==> config.mk <==
export PLATFORM = sky130hd
export DESIGN_NAME = xoshiro128ss_with_seed_expansion_flat
export DESIGN_NICKNAME = d
export VERILOG_FILES = /design/src/rtl/xss_pkg.sv /design/src/rtl/xss_in_if.sv /design/src/rtl/xss_out_if.sv /design/src/rtl/xoshiro128ss_with_seed_expansion.sv /design/src/rtl/xss_front.sv /design/src/rtl/xss_back.sv /design/src/flat_wrapper.sv
export SDC_FILE = /design/constraint.sdc
export NUM_CORES = 1
export LEC_CHECK = 0
export BUFFER_PORTS_ARGS = -buffer_cell sky130_fd_sc_hd__buf_2
export CORE_MARGIN = 2
export CORE_UTILIZATION = 59
export CTS_CLUSTER_DIAMETER = 120
export DETAILED_ROUTE_END_ITERATION = 7
export PLACE_DENSITY = 0.76
export SETUP_SLACK_MARGIN = 0.5
export SLEW_MARGIN = 20
export SYNTH_ARGS = -nofsm -noshare
export SYNTH_HDL_FRONTEND = slang
export SYNTH_SLANG_ARGS = --single-unit
==> constraint.sdc <==
create_clock -name clk -period 16.9 [get_ports clk]
set_input_delay 3.38 -clock clk [delete_from_list [all_inputs] [get_ports clk]]
set_output_delay 3.38 -clock clk [all_outputs]
set_load 0.02 [all_outputs]
==> src/rtl/xss_pkg.sv <==
// xss_pkg: shared constants and types for the xoshiro128** generator with seed expansion
// no dependencies; used by the channel interfaces, the front and back modules and the top level
`default_nettype none

package xss_pkg;

  // word geometry
  localparam int WORD_W    = 32;
  localparam int NUM_WORDS = 4;
  localparam int ROUND_W   = 2;

  // seed expansion constants
  localparam logic [WORD_W-1:0] GOLDEN_INC = 32'h9e37_79b9;
  localparam logic [WORD_W-1:0] MIX_MUL_A  = 32'h21f0_aaad;
  localparam logic [WORD_W-1:0] MIX_MUL_B  = 32'h735a_2d97;

  // command codes
  localparam logic CMD_DRAW   = 1'b0;
  localparam logic CMD_RESEED = 1'b1;

  // command queue between front and back
  localparam int QDEPTH = 2;
  localparam int QPTR_W = 1;
  localparam int QCNT_W = 2;

  // one classified command as it travels from front to back
  typedef struct packed {
    logic              is_reseed;
    logic [WORD_W-1:0] seed;
  } item_t;

endpackage

`default_nettype wire

==> src/rtl/xss_in_if.sv <==
// xss_in_if: command channel (valid/ready with command and seed payload)
// depends on xss_pkg for the word width
`default_nettype none

interface xss_in_if;
  logic                      valid;
  logic                      ready;
  logic                      command;
  logic [xss_pkg::WORD_W-1:0] seed;

  modport source (output valid, output command, output seed, input ready);
  modport sink   (input valid, input command, input seed, output ready);
endinterface

`default_nettype wire

==> src/rtl/xss_out_if.sv <==
// xss_out_if: result channel (valid/ready with the drawn value)
// depends on xss_pkg for the word width
`default_nettype none

interface xss_out_if;
  logic                      valid;
  logic                      ready;
  logic [xss_pkg::WORD_W-1:0] value;

  modport source (output valid, output value, input ready);
  modport sink   (input valid, input value, output ready);
endinterface

`default_nettype wire

==> src/rtl/xoshiro128ss_with_seed_expansion.sv <==
// xoshiro128ss_with_seed_expansion: top level joining the command front end and the generator back end
// depends on xss_pkg, xss_in_if, xss_out_if, xss_front and xss_back
//
//   channel   role    beat payload            notes
//   in_chan   sink    command (1), seed (32)  command 0 draws, 1 reseeds
//   out_chan  source  value (32)              one beat per draw, none per reseed
//
// each draw is registered; back-to-back draws sustain one beat per cycle unless out_chan stalls
// a reseed is taken by the back end, which then runs four rounds of two passes
// through the shared multiplier and one word write
// after reset the back end runs the seed-zero expansion before it takes a command;
// the two-entry command queue keeps accepting meanwhile
// the output register lets a draw leave the back end while out_chan is stalled only if empty
`default_nettype none

module xoshiro128ss_with_seed_expansion (
  input  wire logic clk,
  input  wire logic rst_n,
  xss_in_if.sink    in_chan,
  xss_out_if.source out_chan
);

  xss_pkg::item_t q_item;
  logic           q_valid;
  logic           q_pop;

  // command intake and queue
  xss_front u_front (
    .clk     (clk),
    .rst_n   (rst_n),
    .in_chan (in_chan),
    .q_item  (q_item),
    .q_valid (q_valid),
    .q_pop   (q_pop)
  );

  // generator and seed expansion
  xss_back u_back (
    .clk      (clk),
    .rst_n    (rst_n),
    .q_item   (q_item),
    .q_valid  (q_valid),
    .q_pop    (q_pop),
    .out_chan (out_chan)
  );

endmodule

`default_nettype wire

==> src/rtl/xss_front.sv <==
// xss_front: accepts command beats, classifies them and holds them in a short queue
// depends on xss_pkg and xss_in_if
`default_nettype none

module xss_front (
  input  wire logic         clk,
  input  wire logic         rst_n,
  xss_in_if.sink            in_chan,
  output xss_pkg::item_t    q_item,
  output logic              q_valid,
  input  wire logic         q_pop
);

  xss_pkg::item_t              queue_r [xss_pkg::QDEPTH];
  logic [xss_pkg::QPTR_W-1:0]  wr_ptr_r, wr_ptr_nxt;
  logic [xss_pkg::QPTR_W-1:0]  rd_ptr_r, rd_ptr_nxt;
  logic [xss_pkg::QCNT_W-1:0]  count_r, count_nxt;
  logic                        push;
  logic                        pop;
  xss_pkg::item_t              item_in;

  // classify the incoming beat
  always_comb begin
    item_in.is_reseed = (in_chan.command == xss_pkg::CMD_RESEED);
    item_in.seed      = in_chan.seed;
  end

  assign in_chan.ready = (count_r != xss_pkg::QCNT_W'(xss_pkg::QDEPTH));
  assign push          = in_chan.valid && in_chan.ready;
  assign q_valid       = (count_r != '0);
  assign pop           = q_pop && q_valid;
  assign q_item        = queue_r[rd_ptr_r];

  // pointer and fill count
  always_comb begin
    wr_ptr_nxt = push ? wr_ptr_r + 1'b1 : wr_ptr_r;
    rd_ptr_nxt = pop  ? rd_ptr_r + 1'b1 : rd_ptr_r;
    case ({push, pop})
      2'b10:   count_nxt = count_r + 1'b1;
      2'b01:   count_nxt = count_r - 1'b1;
      default: count_nxt = count_r;
    endcase
  end

  always_ff @(posedge clk) begin
    if (!rst_n) begin
      wr_ptr_r <= '0;
      rd_ptr_r <= '0;
      count_r  <= '0;
    end else begin
      wr_ptr_r <= wr_ptr_nxt;
      rd_ptr_r <= rd_ptr_nxt;
      count_r  <= count_nxt;
    end
  end

  // queue storage
  always_ff @(posedge clk) begin
    if (push) begin
      queue_r[wr_ptr_r] <= item_in;
    end
  end

endmodule

`default_nettype wire

==> src/rtl/xss_back.sv <==
// xss_back: generator state, draw datapath, seed expansion sequencer and output register
// depends on xss_pkg and xss_out_if
`default_nettype none

module xss_back (
  input  wire logic         clk,
  input  wire logic         rst_n,
  input  wire xss_pkg::item_t q_item,
  input  wire logic         q_valid,
  output logic              q_pop,
  xss_out_if.source         out_chan
);

  localparam logic [1:0] ST_RUN = 2'd0;
  localparam logic [1:0] ST_MA  = 2'd1;
  localparam logic [1:0] ST_MB  = 2'd2;
  localparam logic [1:0] ST_WR  = 2'd3;

  localparam int W = xss_pkg::WORD_W;

  logic [1:0]                   state_r, state_nxt;
  logic [xss_pkg::ROUND_W-1:0]  round_r, round_nxt;
  logic [W-1:0]                 acc_r, acc_nxt;
  logic [W-1:0]                 prod_r;
  logic [W-1:0]                 words_r [xss_pkg::NUM_WORDS];
  logic                         out_valid_r, out_valid_nxt;
  logic [W-1:0]                 out_value_r;

  logic         pop_draw;
  logic         pop_reseed;
  logic [W-1:0] mul_a, mul_b;
  logic [W-1:0] mul_full;
  logic [W-1:0] mix_word;
  logic [W-1:0] s1x5, s1rot, draw_val;
  logic [W-1:0] t2, t3;

  // pop control: a draw needs room in the output register
  assign pop_draw   = q_valid && (state_r == ST_RUN) && !q_item.is_reseed &&
                      (!out_valid_r || out_chan.ready);
  assign pop_reseed = q_valid && (state_r == ST_RUN) && q_item.is_reseed;
  assign q_pop      = pop_draw || pop_reseed;

  // scrambled output: rotl(s1*5, 7)*9
  always_comb begin
    s1x5     = words_r[1] + {words_r[1][W-3:0], 2'b00};
    s1rot    = {s1x5[W-8:0], s1x5[W-1:W-7]};
    draw_val = s1rot + {s1rot[W-4:0], 3'b000};
  end

  // xor-shift state update terms
  assign t2 = words_r[2] ^ words_r[0];
  assign t3 = words_r[3] ^ words_r[1];

  // shared mixing multiplier, low word only
  always_comb begin
    if (state_r == ST_MA) begin
      mul_a = acc_r ^ (acc_r >> 16);
      mul_b = xss_pkg::MIX_MUL_A;
    end else begin
      mul_a = prod_r ^ (prod_r >> 15);
      mul_b = xss_pkg::MIX_MUL_B;
    end
    mul_full = mul_a * mul_b;
  end

  assign mix_word = prod_r ^ (prod_r >> 15);

  // expansion sequencer
  always_comb begin
    state_nxt = state_r;
    round_nxt = round_r;
    acc_nxt   = acc_r;
    case (state_r)
      ST_RUN: begin
        if (pop_reseed) begin
          state_nxt = ST_MA;
          round_nxt = '0;
          acc_nxt   = q_item.seed + xss_pkg::GOLDEN_INC;
        end
      end
      ST_MA: state_nxt = ST_MB;
      ST_MB: state_nxt = ST_WR;
      ST_WR: begin
        acc_nxt   = acc_r + xss_pkg::GOLDEN_INC;
        round_nxt = round_r + 1'b1;
        state_nxt = (round_r == xss_pkg::ROUND_W'(xss_pkg::NUM_WORDS - 1)) ? ST_RUN : ST_MA;
      end
      default: state_nxt = ST_RUN;
    endcase
  end

  // output register valid
  always_comb begin
    if (pop_draw) begin
      out_valid_nxt = 1'b1;
    end else if (out_chan.ready) begin
      out_valid_nxt = 1'b0;
    end else begin
      out_valid_nxt = out_valid_r;
    end
  end

  // control registers; reset runs the expansion of seed zero
  always_ff @(posedge clk) begin
    if (!rst_n) begin
      state_r     <= ST_MA;
      round_r     <= '0;
      acc_r       <= xss_pkg::GOLDEN_INC;
      out_valid_r <= 1'b0;
    end else begin
      state_r     <= state_nxt;
      round_r     <= round_nxt;
      acc_r       <= acc_nxt;
      out_valid_r <= out_valid_nxt;
    end
  end

  // multiplier result register
  always_ff @(posedge clk) begin
    if (state_r == ST_MA || state_r == ST_MB) begin
      prod_r <= mul_full;
    end
  end

  // generator words: expansion write or draw advance
  always_ff @(posedge clk) begin
    if (state_r == ST_WR) begin
      words_r[round_r] <= mix_word;
    end else if (pop_draw) begin
      words_r[0] <= words_r[0] ^ t3;
      words_r[1] <= words_r[1] ^ t2;
      words_r[2] <= t2 ^ {words_r[1][W-10:0], 9'd0};
      words_r[3] <= {t3[W-12:0], t3[W-1:W-11]};
    end
  end

  // output value register
  always_ff @(posedge clk) begin
    if (pop_draw) begin
      out_value_r <= draw_val;
    end
  end

  assign out_chan.valid = out_valid_r;
  assign out_chan.value = out_value_r;

endmodule

`default_nettype wire

==> src/flat_wrapper.sv <==
// flat-port wrapper written by rule: the top's interface ports become plain ports
module xoshiro128ss_with_seed_expansion_flat 
  (clk, rst_n, in_chan_valid, in_chan_command, in_chan_seed, in_chan_ready, out_chan_valid, out_chan_value, out_chan_ready);
  xss_in_if in_chan_i ();
  xss_out_if out_chan_i ();
  input  wire logic clk;
  input  wire logic rst_n;
  input wire logic [$bits(in_chan_i.valid)-1:0] in_chan_valid;
  input wire logic [$bits(in_chan_i.command)-1:0] in_chan_command;
  input wire logic [$bits(in_chan_i.seed)-1:0] in_chan_seed;
  output wire logic [$bits(in_chan_i.ready)-1:0] in_chan_ready;
  output wire logic [$bits(out_chan_i.valid)-1:0] out_chan_valid;
  output wire logic [$bits(out_chan_i.value)-1:0] out_chan_value;
  input wire logic [$bits(out_chan_i.ready)-1:0] out_chan_ready;
  assign in_chan_i.valid = in_chan_valid;
  assign in_chan_i.command = in_chan_command;
  assign in_chan_i.seed = in_chan_seed;
  assign in_chan_ready = in_chan_i.ready;
  assign out_chan_valid = out_chan_i.valid;
  assign out_chan_value = out_chan_i.value;
  assign out_chan_i.ready = out_chan_ready;
  xoshiro128ss_with_seed_expansion u_core (.clk(clk), .rst_n(rst_n), .in_chan(in_chan_i), .out_chan(out_chan_i));
endmodule
Yosys cells after proc, flatten, opt, wreduce, memory -nomap -nowiden
Memories as Yosys holds them, arrays and structs flattened. A register that Yosys moved wholly into a read port is not among the register bits.
Cells that the tools add are included.

storage, ports and cells
  input bits = 37
  output and inout bits = 34
  bits in registers = 105
  logic and storage cells = 78
  memories = 2
  bits in writable memories = 194

cells by class
  $add $sub $neg = 9
  bitwise gates (word level) = 7
  reduce and logical (&&, ||, !) cells = 18
  multipliers = 1
  multiplexer cells = 24
  equality and inequality tests = 8

memories
  name                    depth  bits a word  read ports  clocked after memory_dff  wr ports  line             text
  u_core.u_back.words_r   4      32           4           0                         4         xss_back.sv:25   logic [W-1:0] words_r [xss_pkg::NUM_WORDS];
  u_core.u_front.queue_r  2      33           1           1                         1         xss_front.sv:14  xss_pkg::item_t queue_r [xss_pkg::QDEPTH];

operators with widths
  kind                      number
  $xor A32 B32 Y32          5
  $mux W32                  3
  $add A32 B32 Y32          2
  $add A32 B32 Y32 const B  2
  $pmux W32 S2              1
  $mul A32 B32 Y32          1
  $reduce_or A32 Y1         1
  $xor A32 B16 Y32          1
  $xor A32 B17 Y32          1
  $mux W31                  1
  $mux W1                   13
  $eq A2 B2 Y1 const B      4
  $pmux W2 S2               2
  $pmux W2 S4               1
  $reduce_bool A2 Y1        4
  $logic_and A1 B1 Y1       6
  $mux W2                   3
  $add A2 B1 Y2 const B     2
  $eq A2 B1 Y1 const B      2
  $ne A2 B2 Y1 const B      2
  $logic_or A1 B1 Y1        3
  $add A1 B1 Y1 const B     2
  $logic_not A1 Y1          2
  $logic_not A2 Y1          1
  other kinds (2)           2

Logic depth before layout (Yosys ltp)
  word-level depth = 9
  depth in mapped cells = 34
  mapped depth without buffers = 29

By module
Synthesis repeated with hierarchy kept, for this count alone.

second synthesis, totals
  cell total of the unflattened synthesis = 2,767
  area, all modules = 28,388.5 um2

modules (own cells, without submodules)
  module     cells each  instances  seq. area each (um2)  area each (um2)
  xss_back   2,640       1          6,506.2               25,779.7
  xss_front  127         1          2,082.0               2,608.8

Least setup slack after synthesis
No wires, ideal clock.

  path type = reg-to-reg
  start = register u_core.u_back.state_r[1]
  end = register u_core.u_back.prod_r[29] (data pin)
  stages on the path, launching flop included = 33
  library setup time = 0.258 ns
  arrival = 8.301 ns
  required time = 16.642 ns
  path buffers = 6
  slack = 8.341 ns
  clock period less this slack = 8.559 ns
  path through = dfxtp_1 > inv_1 > ha_1 > buf_2 > clkbuf_1 > buf_2 > clkbuf_1 > clkbuf_1 > buf_1 > nor2_1 > a21oi_1 > ha_1 > a21oi_1 > fa_1 > inv_1 > fa_1 > inv_1 > fa_1 > inv_1 > fa_1 > fa_1 > fa_1 > fa_1 > ha_1 > a211oi_1 > nand2_1 > a2111oi_0 > o21ai_1 > a221o_1 > a31o_1 > a21o_1 > a21oi_1 > xnor2_1

on the way
  longest elaborated chain between the ends = 3
  elaborated cells on any way between the ends = 4
  those cells by class = 1 x mul; 1 x eq/ne; 2 x mux

ends and longest elaborated chain
  item                                         line             text
  start: declaration                           xss_back.sv:21   logic [1:0] state_r, state_nxt;
  start signal: assignment                     xss_back.sv:111  state_r <= state_nxt;
  $eq A2 B1 Y1 (*)                             xss_back.sv:56   if (state_r == ST_MA) begin
  $mux W32 / $mux W31 (equally long branches)  xss_back.sv:56
  $mul A32 B32 Y32 (*)                         xss_back.sv:63   mul_full = mul_a * mul_b;
  net u_core.u_back.mul_full[29]               xss_back.sv:32   logic [W-1:0] mul_full;
  end signal: assignment                       xss_back.sv:121  prod_r <= mul_full;
  end: declaration                             xss_back.sv:24   logic [W-1:0] prod_r;

The timed path passes the listed nets; every way through them passes the cells marked *.
A chain may end at the register's enable or synchronous reset.

Worst setup path in the final report
Ends and elaborated chain as after synthesis.

==> flow_metrics.tcl <==
set metrics [dict create \
    portBuffers 70 \
    yosys_warnings 0 \
    die_y_um 222 \
    n_antenna_cell 0 \
    grt_pass1_wl_um 115000 \
    clock_path_buffers 3 \
    netlist_instances 2694 \
    critPathTopFamily "adder cells" \
    synthDistinctLibCells 82 \
    maxCapViolCount 0 \
    cp-start-kind "flip-flop" \
    cts_buffers 30 \
    vias 19500 \
    required_ns 17.21 \
    cts_sinks 300 \
    outcome "finished clean" \
    cts_resized 0 \
    drt-initial-drc-count 1532 \
    mostFrequentLayoutCell "inv_1" \
    slowest_delay_ns 0.66 \
    num-nets-final 3319 \
    crit_fanout 66 \
    synthArstFlopShare_pct 0 \
    hold_class "flip-flop to flip-flop" \
    fill_cells 3714 \
    initial_core_util_pct 60.0 \
    endpoint_kind "flip-flop" \
    ctsHoldBuffers 0 \
    rsz0062_at_grt "false" \
    crit_type "flip-flop to flip-flop" \
    ys.flop_type "edfxtp_1" \
    drc 0 \
    first_pass_iters 5 \
    path_buf_inv 5 \
    synthTopCellsByArea "edfxtp_1 28%, fa_1 20%, ha_1 11%" \
    period_share_pct 53.5 \
    ys_seq_area_share_pct 30.6 \
    viasPerCell 5.76 \
    setup_tns_ns 0 \
    period_needed_ns 9.05 \
    fin_skew_ns 0.0259 \
    relSlewSlack_pct 32.5 \
    wl_um 74700 \
    hold_viol_final 0 \
    h-tree-depth 1 \
    cp_slowest_cell "buf_4" \
    grt_usage_pct 30.7 \
    area_growth_pct 7.39 \
    mostFrequentLayoutCells "458 x inv_1, 281 x fa_1, 258 x edfxtp_1" \
    clockRootBuffer "clkbuf_16" \
    grt_max_degree 121 \
    ant_nets 0 \
    synth_area_per_cell_um2 10.4 \
    slew_viol_final 0 \
    clkSlewWorstSetupHoldPaths_ns 0.07 \
    die_x_um 222 \
    synth_top_area_share_pct 27.6 \
    synth_top_area_cell "edfxtp_1" \
    antenna_found_initial 1 \
    wl_per_cell_um 22.1 \
    crit_top_cell "fa_1" \
    grt_pass1_vias 20100 \
    ys_seq_elements 300 \
    dp_hpwl_um 61600 \
    grt.overflow.total 0 \
    rows 79 \
    synth_edf_count 258 \
    cts_tree "built" \
    cts_setup_buffers 0 \
    dieArea_um2 49300 \
    setup_viol 0 \
    num_io_pins 71 \
    clock.fmax_mhz 111 \
    syn_area_um2 28000 \
    worstPathArrival_ns 9.35 \
    drive_gt1_share_pct 6.63 \
    place_congestion 1.01 \
    worstMarginPinSlew_ns 1.01 \
    coreArea_um2 46800 \
    clkLatencyLatePin_ns 0.58 \
]
==> kinds of logic after synthesis <==
group | Yosys count | synth area share, %
AOI/OAI and AO/OA | 454 | 9.92
adders and majority gates | 530 | 31.2
buffers and inverters | 522 | 7.26
other | 2 | 0.0268
DFF | 300 | 30.6
muxes | 55 | 2.22
and+or+nand+nor | 493 | 8.24
xor gates and xnor gates | 338 | 10.6
==> sequential cells by signal, summed over array words and instances, names as in the netlist, 2 cells and up, named ones only <==
| register | flops |
|---|---|
| u_core.u_back.words_r | 128 |
| u_core.u_front.count_r | 2 |
| u_core.u_back.round_r | 2 |
| u_core.u_back.out_chan.value | 32 |
| u_core.u_back.acc_r | 32 |
| u_core.u_front.queue_r | 66 |
| u_core.u_back.prod_r | 32 |
| u_core.u_back.state_r | 2 |
==> cell type report <==
| cell class | count | area, µm² | area share, % |
|---|---|---|---|
| flip-flops and latches | 300 | 8590 | 28.5 |
| repair buffers | 86 | 488 | 1.62 |
| inverters | 459 | 1720 | 5.72 |
| well taps | 607 | 759 | 2.52 |
| clock buffers | 41 | 822 | 2.73 |
| clock inverters | 15 | 231 | 0.768 |
| multi-input cells | 1875 | 17500 | 58.1 |
==> final timing paths <==
| kind | startpoint | endpoint | slack (ns) | cells past startpoint |
|---|---|---|---|---|
| max reg2reg | u_core.u_back.state_r[1] | u_core.u_back.prod_r[29] | 7.85 | 27 |
| min | u_core.u_back.acc_r[7] | u_core.u_back.acc_r[7] | 0.53 | 2 |
| max | u_core.u_back.state_r[1] | u_core.u_back.prod_r[29] | 7.85 | 27 |
| min reg2reg | u_core.u_back.acc_r[7] | u_core.u_back.acc_r[7] | 0.53 | 2 |
==> synth_stat cells, drive strengths merged (4+ instances only) <==
cell,count
a31oi,8
nor2,158
dfxtp,42
a21o,34
nor2b,40
a211o,7
nor3,21
mux2i,39
inv,459
xor2,117
nand2,152
a41oi,4
a2111oi,4
a21boi,4
o21a,23
buf,19
a211oi,12
nand4,19
a21oi,125
o21ai,174
o21bai,15
o31ai,6
xnor2,221
or3,5
ha,249
clkbuf,44
o211ai,13
fa,281
and2,22
nand3,18
nand2b,26
mux2,16
and3,9
or2,7
edfxtp,258
nor4,5
==> through the flow <==
stage	utilization, %	cell area (µm²)	std cells	worst slack [ns]	hold WS, ns
CTS	64.4	30100	3382	8.00	0.523
global route	64.4	30100	3383	7.27	0.540
floorplan	-	28100	2697	8.34	0.467
global placement	62.1	29000	3326	8.20	0.487
detailed placement	62.1	29000	3326	8.05	0.513
finish	64.4	30100	3383	7.85	0.526
==> layer usage <==
| layer | vias up | global-route usage, % | wire [µm] |
|---|---|---|---|
| li1 | 9011 | - | - |
| met1 | 9668 | 41.3 | 31300 |
| met2 | 698 | 50.9 | 35500 |
| met3 | 114 | 5.61 | 5390 |
| met4 | 2 | 9.29 | 2560 |
| met5 | - | 0 | 14 |
==> tightest hold or removal path: cells and delay by family (launching register included) <==
family	cells	cell delay [ns]
simple gates	1	0.06
compound gates	1	0.07
flops	1	0.34
Power is left out: the tool's default activity adds up to more than one toggle a clock period on the data nets, which glitch-free logic cannot reach.
